`config.mk`:
```
export PLATFORM = sky130hd
export DESIGN_NAME = pipeline_raw_hazard_scoreboard
export DESIGN_NICKNAME = d
export VERILOG_FILES = /design/src/design/prhs_pkg.sv /design/src/design/prhs_stage_file.sv /design/src/design/prhs_counters.sv /design/src/design/prhs_ctrl.sv /design/src/design/pipeline_raw_hazard_scoreboard.sv
export SDC_FILE = /design/constraint.sdc
export NUM_CORES = 1
export LEC_CHECK = 0
export BUFFER_PORTS_ARGS = -buffer_cell sky130_fd_sc_hd__buf_2
export CORE_AREA = 4 4 250 252
export CTS_CLUSTER_DIAMETER = 100
export DETAILED_ROUTE_END_ITERATION = 10
export DIE_AREA = 0 0 254 256
export PLACE_DENSITY = 0.69
export SYNTH_ARGS = -nofsm -noshare
export SYNTH_HDL_FRONTEND = slang
export SYNTH_HIERARCHICAL = 1
export SYNTH_SLANG_ARGS = --single-unit
```
`constraint.sdc`:
```
create_clock -name clk -period 28.7 [get_ports clk]
set_input_delay 2.87 -clock clk [delete_from_list [all_inputs] [get_ports clk]]
set_output_delay 2.87 -clock clk [all_outputs]
set_load 0.02 [all_outputs]
```
`src/design/prhs_pkg.sv`:
```
`timescale 1ns / 1ps
// ----------------------------------------------------------------------------
// prhs_pkg: shared types and constants of the hazard scoreboard
// Stage numbering, event kinds, sequencer states, bus widths and the control
// groups that pass between the sequencer, the stage file and the counters.
// ----------------------------------------------------------------------------
package prhs_pkg;

  // defaults for the top level parameters
  localparam int DEF_NUM_STAGES   = 8;
  localparam int DEF_REG_COUNT    = 32;
  localparam int DEF_COUNTER_BITS = 32;

  // fixed stage positions (WB is NUM_STAGES-1)
  localparam int STG_IF1  = 0;
  localparam int STG_ID   = 2;
  localparam int STG_EXE1 = 3;
  localparam int STG_MEM2 = 6;

  // field widths
  localparam int KIND_W    = 3;
  localparam int REG_NUM_W = 5;
  localparam int STAGE_W   = 3;
  localparam int REPEAT_W  = 4;
  localparam int ADDED_W   = 4;
  localparam int OUT_W     = 32;

  // counter bank
  localparam int NUM_CNT   = 9;
  localparam int CNT_CYCLE = 0;
  localparam int CNT_FLUSH = 1;
  localparam int CNT_BUBBLE = 2;
  localparam int CNT_STALL = 3;
  localparam int CNT_HAZARD = 4;
  localparam int CNT_EXE1  = 5;
  localparam int CNT_EXE2  = 6;
  localparam int CNT_MEM1  = 7;
  localparam int CNT_MEM2  = 8;

  // bus widths
  localparam int S_TDATA_RAW = REG_NUM_W + STAGE_W + REPEAT_W;
  localparam int S_TDATA_W   = ((S_TDATA_RAW + 7) / 8) * 8;
  localparam int S_TUSER_W   = KIND_W;
  localparam int M_TDATA_RAW = ADDED_W + NUM_CNT * OUT_W;
  localparam int M_TDATA_W   = ((M_TDATA_RAW + 7) / 8) * 8;

  typedef enum logic [KIND_W-1:0] {
    KIND_ADVANCE = 3'd0,
    KIND_CHECK   = 3'd1,
    KIND_RECORD  = 3'd2,
    KIND_FLUSH   = 3'd3,
    KIND_STALL   = 3'd4
  } kind_t;

  typedef enum logic [2:0] {
    S_IDLE,
    S_ONE,
    S_SCAN,
    S_BUBBLE,
    S_REPEAT,
    S_FINISH
  } state_t;

  // stage file operation
  typedef struct packed {
    logic shift;   // advance from the given stage
    logic record;  // write ID
  } stg_op_t;

  // counter increments
  typedef struct packed {
    logic       cycles;
    logic       flushes;
    logic       bubbles;
    logic       stalls;
    logic       hazards;
    logic [3:0] by_stage;  // one-hot: EXE1, EXE2, MEM1, MEM2 from bit 0
  } cnt_bump_t;

endpackage

```
`src/design/prhs_stage_file.sv`:
```
`timescale 1ns / 1ps
// ----------------------------------------------------------------------------
// prhs_stage_file: pipeline stage registers
// Holds tag, valid and ready stage per pipeline stage. One shift unit moves
// the stages above a start stage up by one; one read port serves the scan.
// ----------------------------------------------------------------------------
module prhs_stage_file #(
  parameter int NUM_STAGES = prhs_pkg::DEF_NUM_STAGES,
  parameter int REG_COUNT  = prhs_pkg::DEF_REG_COUNT,
  localparam int TAG_W = $clog2(REG_COUNT),
  localparam int IDX_W = $clog2(NUM_STAGES),
  localparam int SEL_W = (IDX_W > 3) ? IDX_W : 3
) (
  input  logic                          clk,
  input  logic                          rst,
  input  prhs_pkg::stg_op_t             op,
  input  logic [SEL_W-1:0]              from,
  input  logic [TAG_W-1:0]              wr_tag,
  input  logic [prhs_pkg::STAGE_W-1:0]  wr_ready,
  input  logic [IDX_W-1:0]              rd_idx,
  output logic                          rd_valid,
  output logic [TAG_W-1:0]              rd_tag,
  output logic [prhs_pkg::STAGE_W-1:0]  rd_ready
);
  import prhs_pkg::*;

  logic [TAG_W-1:0]   tag   [NUM_STAGES];
  logic               valid [NUM_STAGES];
  logic [STAGE_W-1:0] ready [NUM_STAGES];

  // ready stage is read only for valid stages, so it needs no reset
  always_ff @(posedge clk) begin
    for (int i = 1; i < NUM_STAGES; i++) begin
      if (op.shift && i > int'(from)) begin
        ready[i] <= ready[i-1];
      end
    end
    if (op.record) begin
      ready[STG_ID] <= wr_ready;
    end
  end

  always_ff @(posedge clk) begin
    if (rst) begin
      for (int i = 0; i < NUM_STAGES; i++) begin
        tag[i]   <= '0;
        valid[i] <= 1'b0;
      end
    end else if (op.shift) begin
      // a start stage beyond WB matches no stage and shifts nothing
      if (from == '0) begin
        valid[0] <= 1'b0;
      end
      for (int i = 1; i < NUM_STAGES; i++) begin
        if (i > int'(from)) begin
          tag[i]   <= tag[i-1];
          valid[i] <= valid[i-1];
        end else if (i == int'(from)) begin
          valid[i] <= 1'b0;
        end
      end
    end else if (op.record) begin
      tag[STG_ID]   <= wr_tag;
      valid[STG_ID] <= 1'b1;
    end
  end

  assign rd_valid = valid[rd_idx];
  assign rd_tag   = tag[rd_idx];
  assign rd_ready = ready[rd_idx];

endmodule

```
`src/design/prhs_counters.sv`:
```
`timescale 1ns / 1ps
// ----------------------------------------------------------------------------
// prhs_counters: running event counters
// Nine wrapping counters: cycles, flushes, bubbles, stalls, hazards and
// hazards by producer stage.
// ----------------------------------------------------------------------------
module prhs_counters #(
  parameter int NUM_STAGES   = prhs_pkg::DEF_NUM_STAGES,
  parameter int COUNTER_BITS = prhs_pkg::DEF_COUNTER_BITS
) (
  input  logic                    clk,
  input  logic                    rst,
  input  prhs_pkg::cnt_bump_t     bump,
  output logic [COUNTER_BITS-1:0] count [prhs_pkg::NUM_CNT]
);
  import prhs_pkg::*;

  logic [NUM_CNT-1:0] inc;

  always_comb begin
    inc             = '0;
    inc[CNT_CYCLE]  = bump.cycles;
    inc[CNT_FLUSH]  = bump.flushes;
    inc[CNT_BUBBLE] = bump.bubbles;
    inc[CNT_STALL]  = bump.stalls;
    inc[CNT_HAZARD] = bump.hazards;
    inc[CNT_EXE1]   = bump.by_stage[0];
    inc[CNT_EXE2]   = bump.by_stage[1];
    inc[CNT_MEM1]   = bump.by_stage[2];
    inc[CNT_MEM2]   = bump.by_stage[3];
  end

  always_ff @(posedge clk) begin
    if (rst) begin
      for (int i = 0; i < NUM_CNT; i++) begin
        count[i] <= (i == CNT_CYCLE) ? COUNTER_BITS'(NUM_STAGES - 1) : '0;
      end
    end else begin
      for (int i = 0; i < NUM_CNT; i++) begin
        if (inc[i]) begin
          count[i] <= count[i] + COUNTER_BITS'(1);
        end
      end
    end
  end

endmodule

```
`src/design/prhs_ctrl.sv`:
```
`timescale 1ns / 1ps
// ----------------------------------------------------------------------------
// prhs_ctrl: event sequencer
// Takes one event word, then steps the stage file one shift or one scan
// position per cycle and raises the counter increments.
// ----------------------------------------------------------------------------
module prhs_ctrl #(
  parameter int NUM_STAGES = prhs_pkg::DEF_NUM_STAGES,
  parameter int REG_COUNT  = prhs_pkg::DEF_REG_COUNT,
  localparam int TAG_W = $clog2(REG_COUNT),
  localparam int IDX_W = $clog2(NUM_STAGES),
  localparam int SEL_W = (IDX_W > 3) ? IDX_W : 3
) (
  input  logic                           clk,
  input  logic                           rst,
  input  logic                           in_valid,
  output logic                           in_ready,
  input  prhs_pkg::kind_t                in_kind,
  input  logic [prhs_pkg::REG_NUM_W-1:0] in_reg,
  input  logic [prhs_pkg::STAGE_W-1:0]   in_stage,
  input  logic [prhs_pkg::REPEAT_W-1:0]  in_count,
  input  logic                           out_free,
  output logic                           load_out,
  output logic [prhs_pkg::ADDED_W-1:0]   added,
  output prhs_pkg::stg_op_t              op,
  output logic [SEL_W-1:0]               from,
  output logic [TAG_W-1:0]               wr_tag,
  output logic [prhs_pkg::STAGE_W-1:0]   wr_ready,
  output logic [IDX_W-1:0]               rd_idx,
  input  logic                           rd_valid,
  input  logic [TAG_W-1:0]               rd_tag,
  input  logic [prhs_pkg::STAGE_W-1:0]   rd_ready,
  output prhs_pkg::cnt_bump_t            bump
);
  import prhs_pkg::*;

  localparam int NW = IDX_W + 3;
  localparam int RW = 7;

  state_t              state, state_next;
  kind_t               kind;
  logic [TAG_W-1:0]    tag;
  logic [STAGE_W-1:0]  stage;
  logic [REPEAT_W-1:0] rem, rem_next;
  logic [IDX_W-1:0]    idx, idx_next;
  logic [ADDED_W-1:0]  added_next;
  logic [RW-1:0]       reg_red;
  logic [TAG_W-1:0]    in_tag;
  logic                hit;
  logic signed [NW-1:0] need;

  // register number modulo REG_COUNT: at most a few subtractions
  always_comb begin
    reg_red = RW'(in_reg);
    for (int k = 0; k < 4; k++) begin
      if (reg_red >= RW'(REG_COUNT)) begin
        reg_red = reg_red - RW'(REG_COUNT);
      end
    end
  end
  assign in_tag = TAG_W'(reg_red);

  assign rd_idx   = idx;
  assign wr_tag   = tag;
  assign wr_ready = stage;
  assign hit      = rd_valid && (rd_tag == tag);
  // bubbles = (ready - i) - (needed - ID)
  assign need = NW'(rd_ready) + NW'(STG_ID) - NW'(idx) - NW'(stage);

  always_ff @(posedge clk) begin
    if (rst) begin
      state <= S_IDLE;
    end else begin
      state <= state_next;
    end
  end

  always_ff @(posedge clk) begin
    if (in_valid && in_ready) begin
      kind  <= in_kind;
      tag   <= in_tag;
      stage <= in_stage;
    end
    rem   <= rem_next;
    idx   <= idx_next;
    added <= added_next;
  end

  always_comb begin
    state_next = state;
    rem_next   = rem;
    idx_next   = idx;
    added_next = added;
    in_ready   = 1'b0;
    load_out   = 1'b0;
    op         = '0;
    from       = '0;
    bump       = '0;
    unique case (state)
      S_IDLE: begin
        in_ready   = 1'b1;
        rem_next   = in_count;
        idx_next   = IDX_W'(STG_EXE1);
        added_next = '0;
        if (in_valid) begin
          unique case (in_kind)
            KIND_CHECK:
              state_next = (in_tag == '0) ? S_FINISH : S_SCAN;
            KIND_FLUSH, KIND_STALL:
              state_next = (in_count == '0) ? S_FINISH : S_REPEAT;
            default:
              state_next = S_ONE;
          endcase
        end
      end
      S_ONE: begin
        unique case (kind)
          KIND_ADVANCE: begin
            op.shift    = 1'b1;
            from        = SEL_W'(stage);
            bump.cycles = 1'b1;
          end
          KIND_RECORD: op.record = 1'b1;
          default: ;
        endcase
        state_next = S_FINISH;
      end
      S_SCAN: begin
        if (hit) begin
          bump.hazards = 1'b1;
          if (idx <= IDX_W'(STG_MEM2)) begin
            bump.by_stage = 4'b0001 << 2'(idx - IDX_W'(STG_EXE1));
          end
          if (!need[NW-1] && need != '0) begin
            rem_next   = REPEAT_W'(need);
            state_next = S_BUBBLE;
          end else begin
            state_next = S_FINISH;
          end
        end else if (idx == IDX_W'(NUM_STAGES - 2)) begin
          state_next = S_FINISH;
        end else begin
          idx_next = idx + IDX_W'(1);
        end
      end
      S_BUBBLE: begin
        op.shift     = 1'b1;
        from         = SEL_W'(STG_EXE1);
        bump.cycles  = 1'b1;
        bump.bubbles = 1'b1;
        added_next   = added + ADDED_W'(1);
        rem_next     = rem - REPEAT_W'(1);
        if (rem == REPEAT_W'(1)) begin
          state_next = S_FINISH;
        end
      end
      S_REPEAT: begin
        op.shift    = 1'b1;
        bump.cycles = 1'b1;
        if (kind == KIND_FLUSH) begin
          from         = SEL_W'(STG_IF1);
          bump.flushes = 1'b1;
        end else begin
          from        = SEL_W'(NUM_STAGES - 1);
          bump.stalls = 1'b1;
        end
        rem_next = rem - REPEAT_W'(1);
        if (rem == REPEAT_W'(1)) begin
          state_next = S_FINISH;
        end
      end
      S_FINISH: begin
        if (out_free) begin
          load_out   = 1'b1;
          state_next = S_IDLE;
        end
      end
      default: state_next = S_IDLE;
    endcase
  end

  a_rem_live: assert property (@(posedge clk) disable iff (rst)
    (state == S_BUBBLE || state == S_REPEAT) |-> rem != '0)
    else $error("repeat count exhausted inside a repeat loop");

  a_scan_range: assert property (@(posedge clk) disable iff (rst)
    state == S_SCAN |-> (idx >= IDX_W'(STG_EXE1) && idx <= IDX_W'(NUM_STAGES - 2)))
    else $error("scan index left EXE1..WB-1");

  a_shift_counts: assert property (@(posedge clk) disable iff (rst)
    op.shift |-> bump.cycles && !op.record)
    else $error("stage shift without a cycle count");

  a_accept_leaves: assert property (@(posedge clk) disable iff (rst)
    (in_valid && in_ready) |=> state != S_IDLE)
    else $error("accepted word did not start the sequencer");

  a_load_free: assert property (@(posedge clk) disable iff (rst)
    load_out |-> out_free && state == S_FINISH)
    else $error("result loaded over an untaken word");

endmodule

```
`src/design/pipeline_raw_hazard_scoreboard.sv`:
```
`timescale 1ns / 1ps
// ----------------------------------------------------------------------------
// pipeline_raw_hazard_scoreboard: in-order pipeline RAW hazard scoreboard
// Event words in on the s_ side, one result word per event out on m_ side.
//
// s_tuser carries the event kind (advance, source check, destination record,
// flush, stall); s_tdata carries register, stage and repeat count. Each event
// gives one m_tdata word: bubbles added by this event and all running totals.
// An event is accepted, then the sequencer steps through its stage shifts or
// scan positions and then loads the result register: advance makes one
// shift, record one write, flush and stall one shift per repeat count, and a
// source check scans the stages and then shifts in its bubbles. The sequencer
// steps one shift of the stage file per cycle; s_tready is high only between
// events. The result sits in an output register, so the next event is
// taken while a result waits; a stalled receiver holds the block only once
// the next result is ready too. Reset empties every stage, sets the cycle
// count to NUM_STAGES-1 and clears the other counters; it needs no pass.
// ----------------------------------------------------------------------------
module pipeline_raw_hazard_scoreboard #(
  parameter int NUM_STAGES   = prhs_pkg::DEF_NUM_STAGES,
  parameter int REG_COUNT    = prhs_pkg::DEF_REG_COUNT,
  parameter int COUNTER_BITS = prhs_pkg::DEF_COUNTER_BITS
) (
  input  logic                           clk,
  input  logic                           rst,
  input  logic                           s_tvalid,
  output logic                           s_tready,
  // [4:0] reg_num, [7:5] stage_num, [11:8] repeat_count
  input  logic [prhs_pkg::S_TDATA_W-1:0] s_tdata,
  // [2:0] kind
  input  logic [prhs_pkg::S_TUSER_W-1:0] s_tuser,
  output logic                           m_tvalid,
  input  logic                           m_tready,
  // [3:0] bubbles_added, [35:4] cycle_count, [67:36] flush_count,
  // [99:68] bubble_count, [131:100] stall_count, [163:132] raw_hazard_count,
  // [195:164] exe_one_hazards, [227:196] exe_two_hazards,
  // [259:228] mem_one_hazards, [291:260] mem_two_hazards
  output logic [prhs_pkg::M_TDATA_W-1:0] m_tdata
);
  import prhs_pkg::*;

  localparam int TAG_W = $clog2(REG_COUNT);
  localparam int IDX_W = $clog2(NUM_STAGES);
  localparam int SEL_W = (IDX_W > 3) ? IDX_W : 3;
  localparam int PAD_W = M_TDATA_W - M_TDATA_RAW;

  stg_op_t               op;
  cnt_bump_t             bump;
  logic [SEL_W-1:0]      from;
  logic [TAG_W-1:0]      wr_tag;
  logic [STAGE_W-1:0]    wr_ready;
  logic [IDX_W-1:0]      rd_idx;
  logic                  rd_valid;
  logic [TAG_W-1:0]      rd_tag;
  logic [STAGE_W-1:0]    rd_ready;
  logic [ADDED_W-1:0]    added;
  logic                  load_out;
  logic                  out_free;
  logic [COUNTER_BITS-1:0] count [NUM_CNT];
  logic [M_TDATA_RAW-1:0]  result;

  prhs_ctrl #(
    .NUM_STAGES (NUM_STAGES),
    .REG_COUNT  (REG_COUNT)
  ) u_ctrl (
    .clk      (clk),
    .rst      (rst),
    .in_valid (s_tvalid),
    .in_ready (s_tready),
    .in_kind  (kind_t'(s_tuser[KIND_W-1:0])),
    .in_reg   (s_tdata[REG_NUM_W-1:0]),
    .in_stage (s_tdata[REG_NUM_W +: STAGE_W]),
    .in_count (s_tdata[REG_NUM_W + STAGE_W +: REPEAT_W]),
    .out_free (out_free),
    .load_out (load_out),
    .added    (added),
    .op       (op),
    .from     (from),
    .wr_tag   (wr_tag),
    .wr_ready (wr_ready),
    .rd_idx   (rd_idx),
    .rd_valid (rd_valid),
    .rd_tag   (rd_tag),
    .rd_ready (rd_ready),
    .bump     (bump)
  );

  prhs_stage_file #(
    .NUM_STAGES (NUM_STAGES),
    .REG_COUNT  (REG_COUNT)
  ) u_stages (
    .clk      (clk),
    .rst      (rst),
    .op       (op),
    .from     (from),
    .wr_tag   (wr_tag),
    .wr_ready (wr_ready),
    .rd_idx   (rd_idx),
    .rd_valid (rd_valid),
    .rd_tag   (rd_tag),
    .rd_ready (rd_ready)
  );

  prhs_counters #(
    .NUM_STAGES   (NUM_STAGES),
    .COUNTER_BITS (COUNTER_BITS)
  ) u_counters (
    .clk   (clk),
    .rst   (rst),
    .bump  (bump),
    .count (count)
  );

  always_comb begin
    result = {OUT_W'(count[CNT_MEM2]), OUT_W'(count[CNT_MEM1]),
              OUT_W'(count[CNT_EXE2]), OUT_W'(count[CNT_EXE1]),
              OUT_W'(count[CNT_HAZARD]), OUT_W'(count[CNT_STALL]),
              OUT_W'(count[CNT_BUBBLE]), OUT_W'(count[CNT_FLUSH]),
              OUT_W'(count[CNT_CYCLE]), added};
  end

  assign out_free = !m_tvalid || m_tready;

  always_ff @(posedge clk) begin
    if (rst) begin
      m_tvalid <= 1'b0;
    end else if (load_out) begin
      m_tvalid <= 1'b1;
    end else if (m_tready) begin
      m_tvalid <= 1'b0;
    end
  end

  always_ff @(posedge clk) begin
    if (load_out) begin
      m_tdata <= {{PAD_W{1'b0}}, result};
    end
  end

endmodule

```
== Word-level counts from Yosys, hierarchy flattened ==
Memory sizes are Yosys's and may differ from the RTL's. A register that Yosys moved wholly into a read port is not among the register bits.
Cells that the tools add are included.

* Register bits: 606
* Bits in latches: 0
* Memory bits (writable): 72
* ROM bits: 0
* Bits of input ports: 23
* Output and inout port bits: 298
* Logic and storage cells: 280
* Memories: 3

* Add/subtract/negate cells: 16
* $mul: 0
* Divide/modulo/power cells: 0
* Magnitude comparators: 8
* Eq/ne operators: 28
* Shift-type cells: 1
* Mux-type cells: 153
* Bitwise operators: 25
* Reductions and logical operators: 28

{| class="wikitable"
|+ Memories
! memory !! words !! bits a word !! rd ports !! clocked after memory_dff !! wr ports !! line !! text
|-
| u_stages.tag || 8 || 5 || 8 || 1 || 8 || prhs_stage_file.sv:27 || <nowiki>logic [TAG_W-1:0] tag [NUM_STAGES];</nowiki>
|-
| u_stages.ready || 8 || 3 || 8 || 1 || 7 || prhs_stage_file.sv:29 || <nowiki>logic [STAGE_W-1:0] ready [NUM_STAGES];</nowiki>
|-
| u_stages.valid || 8 || 1 || 8 || 1 || 8 || prhs_stage_file.sv:28 || <nowiki>logic valid [NUM_STAGES];</nowiki>
|}

{| class="wikitable"
|+ Operators by type and width
! kind !! number
|-
| $add A32 B1 Y32 const B || 9
|-
| $mux W1 || 118
|-
| $mux W5 || 10
|-
| $mux W3 || 15
|-
| $or A1 B1 Y1 || 25
|-
| $eq A3 B2 Y1 const B || 5
|-
| $pmux W3 S5 || 1
|-
| $eq A3 B3 Y1 const A || 4
|-
| $eq A3 B3 Y1 const B || 4
|-
| $gt A3 B3 Y1 const A || 4
|-
| $mux W4 || 3
|-
| $pmux W3 S2 || 2
|-
| $pmux W4 S3 || 1
|-
| $logic_and A1 B1 Y1 || 10
|-
| $logic_not A3 Y1 || 3
|-
| $pmux W3 S3 || 1
|-
| $ne A2 B2 Y1 const B || 4
|-
| $pmux W4 S2 || 1
|-
| $eq A2 B3 Y1 const A || 2
|-
| $eq A3 B1 Y1 const B || 2
|-
| $gt A2 B3 Y1 const A || 2
|-
| $ne A2 B1 Y1 const B || 3
|-
| $reduce_and A3 Y1 || 2
|-
| $reduce_bool A2 Y1 || 3
|-
| 23 further kinds || 25
|}

== Depth between registers and ports, before layout ==
Gate-level depths: netlist of run 1.

* Depth in word-level cells: 11
* Depth in mapped cells: 18
* Gate-level depth less buffers: 16

== By module ==
The synthesis of run 1 kept the hierarchy.

{| class="wikitable"
|+ By module, submodules not included
! module !! times used !! cells an instance !! area an instance (um^2) !! seq. area each (um^2)
|-
| prhs_counters || 1 || 1599 || 13594.3 || 5765.5
|-
| pipeline_raw_hazard_scoreboard || 1 || 301 || 8848.5 || 8788.4
|-
| prhs_stage_file || 1 || 194 || 2502.4 || 1491.4
|-
| prhs_ctrl || 1 || 209 || 1944.4 || 720.7
|}

== Worst setup path before layout of run 1 ==
No wires, ideal clock.

* Path type: input port to flip-flop
* Start: in m_tready
* End: reg m_tvalid
* Library setup time: 0.126 ns
* Arrival time: 25.202 ns
* Required time: 28.574 ns
* Setup slack: 3.372 ns
* Stages: 4
* Path buffers: 0
* Cells stage by stage: nand2b_4 nor3b_1 inv_1 a21oi_2

* Word-level cells in the longest chain between the ends: 4
* Elaborated cells between the ends (all ways): 5
* Those cells by class: mux: 3; reduce/logical: 2

{| class="wikitable"
|+ RTL lines
! what !! line !! text
|-
| start: declaration || pipeline_raw_hazard_scoreboard.sv:33 || <nowiki>input logic m_tready,</nowiki>
|-
| $logic_or A1 B1 Y1 (*) || pipeline_raw_hazard_scoreboard.sv:122 || <nowiki>assign out_free = !m_tvalid || m_tready;</nowiki>
|-
| $mux W1 (*) || prhs_ctrl.sv:173 || <nowiki>if (out_free) begin</nowiki>
|-
| $mux W1 (*) || prhs_ctrl.sv:99 || <nowiki>unique case (state)</nowiki>
|-
| via load_out || pipeline_raw_hazard_scoreboard.sv:57 || <nowiki>logic load_out;</nowiki>
|-
| $mux W1 or $reduce_bool A2 Y1 (tied branches) || n/a ||
|-
| end signal: assignment || pipeline_raw_hazard_scoreboard.sv:126 || <nowiki>m_tvalid <= 1'b0;</nowiki>
|-
| end signal: assignment || pipeline_raw_hazard_scoreboard.sv:128 || <nowiki>m_tvalid <= 1'b1;</nowiki>
|-
| end signal: assignment || pipeline_raw_hazard_scoreboard.sv:130 || <nowiki>m_tvalid <= 1'b0;</nowiki>
|-
| end: declaration || pipeline_raw_hazard_scoreboard.sv:32 || <nowiki>output logic m_tvalid,</nowiki>
|}

Mark *: on every way through the listed nets, which the timed path passes. The rest lies on a longest branch.
A chain may end at the register's enable or synchronous reset.

==> flow_summary.ini, run 1 <==
[power]
power_frac_clock_pct = 36.9
p_int_mw = 1.75
power_leakage_nw = 10.7
swShare_pct = 27.4
pwr_density_cell_nw_per_um2 = 77.2
power.net_switching_mw = 0.660
power_frac_seq_pct = 47.8
ir_worst_vdd_v = 0.0000498
combPwrFrac_pct = 15.3

[logic_synthesis]
ys_dominant_reg_cell = edfxtp_1
synth_largest_area_cell = edfxtp_1
synth_edf_count = 355
synthDistinctLibCells = 69
synth_seq_cells = 660
yosysMostFrequentCell = edfxtp_1
avgSynthCellArea_um2 = 11.7
syn_inst = 2303
synth_top_area_share_pct = 39.6
netlist_area_um2 = 26900
ys_top_cells_by_area = edfxtp_1, dfxtp_1, or4_1
yosys_warnings = 6
synthArstFlopShare_pct = 0
seq_area_frac_synth_pct = 62.4
synth_commonest_cells = edfxtp_1, dfxtp_1, a21oi_1

[sta]
fmax_ghz = 0.205
drv_slew = 0
finalHoldViolCount = 0
min_period_ps = 4890
fin_worst_skew_ps = 17.9
setup_violations = 0
worstMarginPinSlew_ps = 1270
fin_crit_sh_pct = 17.0
rsz0062_at_grt = no
tns_ps = 0
max_slew_margin_pct = 15.2

[drt]
drtIter0Drc = 1303
dr_wl_met2_um = 30100
top_layer_used = met4
wire_per_inst_um = 18.1
first_pass_iters = 7
wl_met3_um = 3540
via_count = 19234
drt-total-wl_um = 62000
drt-met1-wl_um = 26300
vias_per_cell = 5.63
drc = 0
ant_nets = 0

[outcome]
status = finished clean

[critical_path]
endpoint_kind = flop
cpMaxStageDelayCell = or4_1
required_ps = 29180
endpoint = u_counters/count[63]
crit_type = flop to flop
worst-endpoint-arrival_ps = 5370
reg2reg_from = u_ctrl/rd_idx[0]
cp-start-kind = flop
r2r_end = u_counters/count[63]
worstSetupStartpoint = u_ctrl/rd_idx[0]
crit_chain = buf_4 > mux2i_1 > o22a_1 > o21ai_1 > xnor2_1 > nand4_1 > nor3_2 > and3_1 > nand4_2 > or4_1 > nor4_1 > mux2_2
r2r_setup_slack_ps = 23810
rr_worst_depth = 12
crit_path_max_fanout = 32
max_stage_delay_ps = 720

[cells_and_area]
design_area_um2 = 31300
drive_gt1_share_pct = 18.6
fill_cells = 5175
antenna_cells = 0
syn_to_final_growth_pct = 16.3
num-nets-final = 2626

[placed_design]
placed_area_um2 = 29000
port_buffers = 312
dpl.hpwl_um = 41600
routabilityCongestion = 0.833

[floorplan]
die_h_um = 256
start_util_pct = 44.7
die_area_um2 = 65000
ios = 321
fp.dieW_um = 254
fp-row-count = 90
core_um2 = 60100

[global_route]
antenna_found_initial = 1
grt_pass1_wl_um = 97300
grt_pass1_vias = 18729
grtUsageTotal_pct = 18.2
grt_max_degree = 177
grt_overflow_total = 0

[clock_tree]
clock_latency_ps = 590
hold_buffers = 0
postCtsSetupBuffers = 0
htree_levels = 3
cts_root_buf = clkbuf_16
post_cts_resized = 0
cts_inserted_buffers = 70
cts_sinks = 660
path_clk_slew_ps = 60
cts_buffer_depth = 3
cts_tree = done

[worst_hold_path]
min_path_type = flop to flop
min_from = u_stages/ready[3][1]

[run]
max_cap_violations = 0
==> cells by family (layout without fill, tap and decap cells) <==
group                      Yosys count  count (layout)  synth area share (%)
adders and majority gates           27              27                  1.34
muxes                               62              62                  2.43
DFF                                660             660                  62.4
buffers and inverters              192             518                  3.06
and+or+nand+nor                    848             848                  17.9
AOI/OAI and AO/OA                  399             399                  9.13
other                                1               4                0.0139
xor gates and xnor gates           114             114                  3.74
==> metrics by stage <==
step / std cells / hold WS (ps) / worst slack, ps / util [%] / total power [mW]
after floorplan: 2306 / 403 / 3370 / - / 1.46
after global placement: 3286 / 421 / 23510 / 48.2 / 1.53
after detailed placement: 3286 / 437 / 23420 / 48.2 / 1.54
after CTS: 3414 / 448 / 23820 / 52.0 / 2.44
after global routing: 3414 / 455 / 23450 / 52.0 / 2.52
final: 3414 / 449 / 23810 / 52.0 / 2.41
==> worst max-delay path, delay by kind of cell, from the launching register on <==
| family | cells | cell delay (ps) |
|---|---|---|
| muxes | 2 | 680 |
| xor gates and xnor gates | 1 | 140 |
| buffers and inverters | 1 | 410 |
| and+or+nand+nor | 6 | 2960 |
| AOI/OAI and AO/OA | 2 | 250 |
| DFF | 1 | 320 |
==> power by group through the flow <==
stage	clock network [mW]	registers, mW	logic (mW)
after floorplan	0	1.26	0.196
after global placement	0	1.17	0.359
after detailed placement	0	1.17	0.369
after CTS	0.915	1.15	0.371
after global routing	0.957	1.16	0.400
final	0.891	1.15	0.368
==> area by class of cell <==
| cell class | count | area (µm²) | share of cell area, % |
|---|---|---|---|
| clock inverter | 31 | 283 | 0.904 |
| inverter | 68 | 255 | 0.816 |
| clock buffer | 97 | 2010 | 6.43 |
| timing repair buffer | 322 | 1660 | 5.30 |
| multi-input combinational | 1454 | 9330 | 29.8 |
| tap | 782 | 978 | 3.13 |
| sequential | 660 | 16800 | 53.6 |
==> sequential cells by signal, summed over array words and instances, names as in the netlist, 4 cells and up <==
name / flops
u_stages/tag: 30
m_tdata: 292
u_ctrl/wr_tag: 5
u_stages/valid: 6
u_counters/count: 288
u_ctrl/added: 4
u_stages/ready: 18
u_ctrl/rem: 4
==> how the worst min path moves through the flow <==
| stage | endpoint | cells after the start |
|---|---|---|
| global placement | m_tdata[67] | 0 |
| detailed placement | m_tdata[163] | 0 |
| global route | u_stages/ready[7][0] | 0 |
| floorplan | m_tdata[264] | 0 |
| CTS | u_stages/ready[4][1] | 0 |
| finish | u_stages/ready[4][1] | 0 |
==> layout by cell type, fill, tap and decap left out, types with 5 or more instances in the layout <==
master / instances
o22a_1: 8
clkbuf_16: 76
nor4_1: 34
and4_1: 30
or3_1: 57
nand2b_1: 9
xnor2_1: 64
or2_2: 9
nand4_1: 88
dfxtp_1: 305
buf_2: 311
nor3_1: 31
o31ai_1: 108
ha_1: 24
clkinv_2: 9
clkinvlp_4: 5
or4_1: 124
and2_1: 33
o22ai_1: 5
o21ai_1: 10
nand2_1: 111
o21ai_0: 55
edfxtp_1: 355
a21oi_2: 6
a31oi_1: 6
buf_4: 9
a21oi_1: 171
nor2b_1: 28
and3_1: 23
a21bo_1: 5
nor2_1: 153
inv_1: 66
clkbuf_1: 18
or2_1: 5
xor2_1: 49
mux2i_1: 35
clkinv_1: 9
mux2_2: 27
nand3_1: 92
==> per-layer routing <==
metal	up-vias	track usage [%]
li1	9209	-
met1	9380	23.2
met2	522	30.5
met3	123	3.54
met4	0	7.22
met5	-	0
Note: power is estimated with default switching activity, not from simulation.
==> inputs of run 2 (changes only) <==
Settings changed: ABC_AREA set to 1, CORE_AREA 4 4 250 252 to 4 4 258 260, DIE_AREA 0 0 254 256 to 0 0 262 264.
Clock period 28.7 ns to 4.63 ns, I/O delays scaled along.
==> flow_summary.ini, run 2 <==
[outcome]
status = finished clean

[floorplan]
die_area_um2 = 69200
fp-row-count = 93
fp.dieW_um = 262
ios = 321
start_util_pct = 44.8
core_um2 = 64100
die_h_um = 264

[clock_tree]
clock_latency_ps = 610
cts_tree = done
cts_sinks = 660
cts_buffer_depth = 3
htree_levels = 3
cts_root_buf = clkbuf_16
path_clk_slew_ps = 60
cts_inserted_buffers = 71

[cells_and_area]
antenna_cells = 0
syn_to_final_growth_pct = 17.4
largest_reg_flops = 292
layout_common_cells = nand2_1, nor2_1, edfxtp_1, inv_1, buf_2
layout.cells.most_common = nand2_1
fill_cells = 5853
num-nets-final = 3717
fin_util_pct = 52.7
regMostFlops = m_tdata
drive_gt1_share_pct = 15.8
reg_top3 = m_tdata x292, u_counters/count x288, u_stages/tag x30

[sta]
max_slew_margin_pct = 26.9
fmax_ghz = 0.239
rsz0062_at_grt = no
finalHoldViolCount = 0
fin_worst_skew_ps = 30.9
setup_violations = 0
fin_crit_sh_pct = 90.3
tns_ps = 0
worstMarginPinSlew_ps = 1090
min_period_ps = 4180
drv_slew = 0

[logic_synthesis]
netlist_area_um2 = 28700
syn_inst = 3309
seq_area_frac_synth_pct = 58.3
synth_commonest_cells = nand2_1, nor2_1, edfxtp_1
yosys_warnings = 6
synth_top_area_share_pct = 37.1
ys_top_cells_by_area = edfxtp_1, dfxtp_1, nand2_1
synth_seq_cells = 660
synthArstFlopShare_pct = 0
yosysMostFrequentCell = nand2_1
synth_largest_area_cell = edfxtp_1
ys_dominant_reg_cell = edfxtp_1
synthDistinctLibCells = 45
synth_edf_count = 355
avgSynthCellArea_um2 = 8.69

[placed_design]
port_buffers = 312
routabilityCongestion = 0.897
dpl.hpwl_um = 49500

[drt]
drtIter0Drc = 1455
vias_per_cell = 4.96
via_count = 22731
first_pass_iters = 5
ant_nets = 0
drt-total-wl_um = 69800
drc = 0
wire_per_inst_um = 15.2

[worst_hold_path]
min_path_type = input port to flop

[critical_path]
cp-start-kind = flop
crit_path_max_fanout = 12
endpoint_kind = flop
required_ps = 4860
crit_type = flop to flop
worst-endpoint-arrival_ps = 4410

[global_route]
grt_pass1_wl_um = 111000
antenna_found_initial = 0
grtUsageTotal_pct = 19.8
grt_max_degree = 107
grt_overflow_total = 0
grt_pass1_vias = 21241

[run]
max_cap_violations = 0

[power]
pwr_density_cell_nw_per_um2 = 444
ir_worst_vdd_v = 0.000238
power_leakage_nw = 12.6
## run 2: cell types whose count changed after synthesis, moves of 108 or more
cell / change
inv_1: +276
nand2_1: +662
nand3_1: +176
nor2_1: +497
o31ai_1: -108
or4_1: -124
## run 2: worst max-delay path: stages (launching register included)
cell and delay [ps]:
edfxtp_1 560, inv_1 320, nand2_1 110, nand3_1 100, nand3_1 90, nand2_1 70, inv_1 40, ha_1 260
inv_1 50, ha_1 160, inv_1 60, fa_1 490, inv_1 40, ha_1 320, nand3b_1 100, nand3_1 130
nand2_1 70, nor2_1 150, nand2_1 70, nand2_1 70, nor3b_1 560
## run 2: cells by family (layout without fill, tap and decap cells)
logic type / count (synthesis) / count (layout) / synth area share, %
AOI/OAI and AO/OA: 223 / 223 / 4.19
xor gates and xnor gates: 49 / 49 / 1.49
adders and majority gates: 27 / 27 / 1.25
buffers and inverters: 408 / 822 / 5.56
DFF: 660 / 660 / 58.3
other: 1 / 4 / 0.0130
and+or+nand+nor: 1941 / 1941 / 29.2
## run 2: layout make-up
cell class | count | area (µm²) | share of cell area [%]
Tap cell | 855 | 1070 | 3.17
Clock inverter | 35 | 368 | 1.09
Clock buffer | 97 | 2020 | 5.98
Sequential cell | 660 | 16800 | 49.7
Multi-Input combinational cell | 2244 | 10400 | 30.8
Timing Repair Buffer | 336 | 1790 | 5.29
Inverter | 354 | 1330 | 3.95
## run 2: report_power, final
group	internal, mW	switching (mW)
logic	0.661	1.55
clock network	3.37	2.35
registers	6.78	0.254
## run 2: routing by layer
metal  up-vias  track usage (%)  wire, µm
li1      11506                -         -
met1     10509             25.7     30200
met2       600             32.8     32800
met3       116             4.38      4670
met4         0             7.09      2080
met5         -                0         0
## run 2: metrics by stage
step / worst slack (ps) / hold slack, ps / std cells / power [mW] / area (µm²)
2_1_floorplan: -729 / 408 / 3312 / 8.67 / 28800
3_3_place_gp: 632 / 413 / 4447 / 9.35 / 31400
3_5_place_dp: 522 / 420 / 4447 / 9.38 / 31400
4_1_cts: 448 / 16.9 / 4581 / 15.2 / 33800
5_1_grt: 117 / 33.4 / 4581 / 15.7 / 33800
6_report: 449 / 57.2 / 4581 / 15.0 / 33800
## run 2: what timing repair did
action	4_1_cts	5_1_grt
resized for setup	0	0
hold endpoints to repair	2	0
setup buffers	0	0
hold buffers	2	0
## run 2: path summary, 6_finish.rpt
check / startpoint / to / slack (ps) / depth (start not counted)
worst max-delay path: u_ctrl/rd_idx[0] / u_ctrl/rem[0] / 450 / 20
worst min register to register: u_counters/count[255] / m_tdata[67] / 430 / 0
worst max register to register: u_ctrl/rd_idx[0] / u_ctrl/rem[0] / 450 / 20
worst min-delay path: s_tdata[7] / u_ctrl/wr_ready[2] / 60 / 1
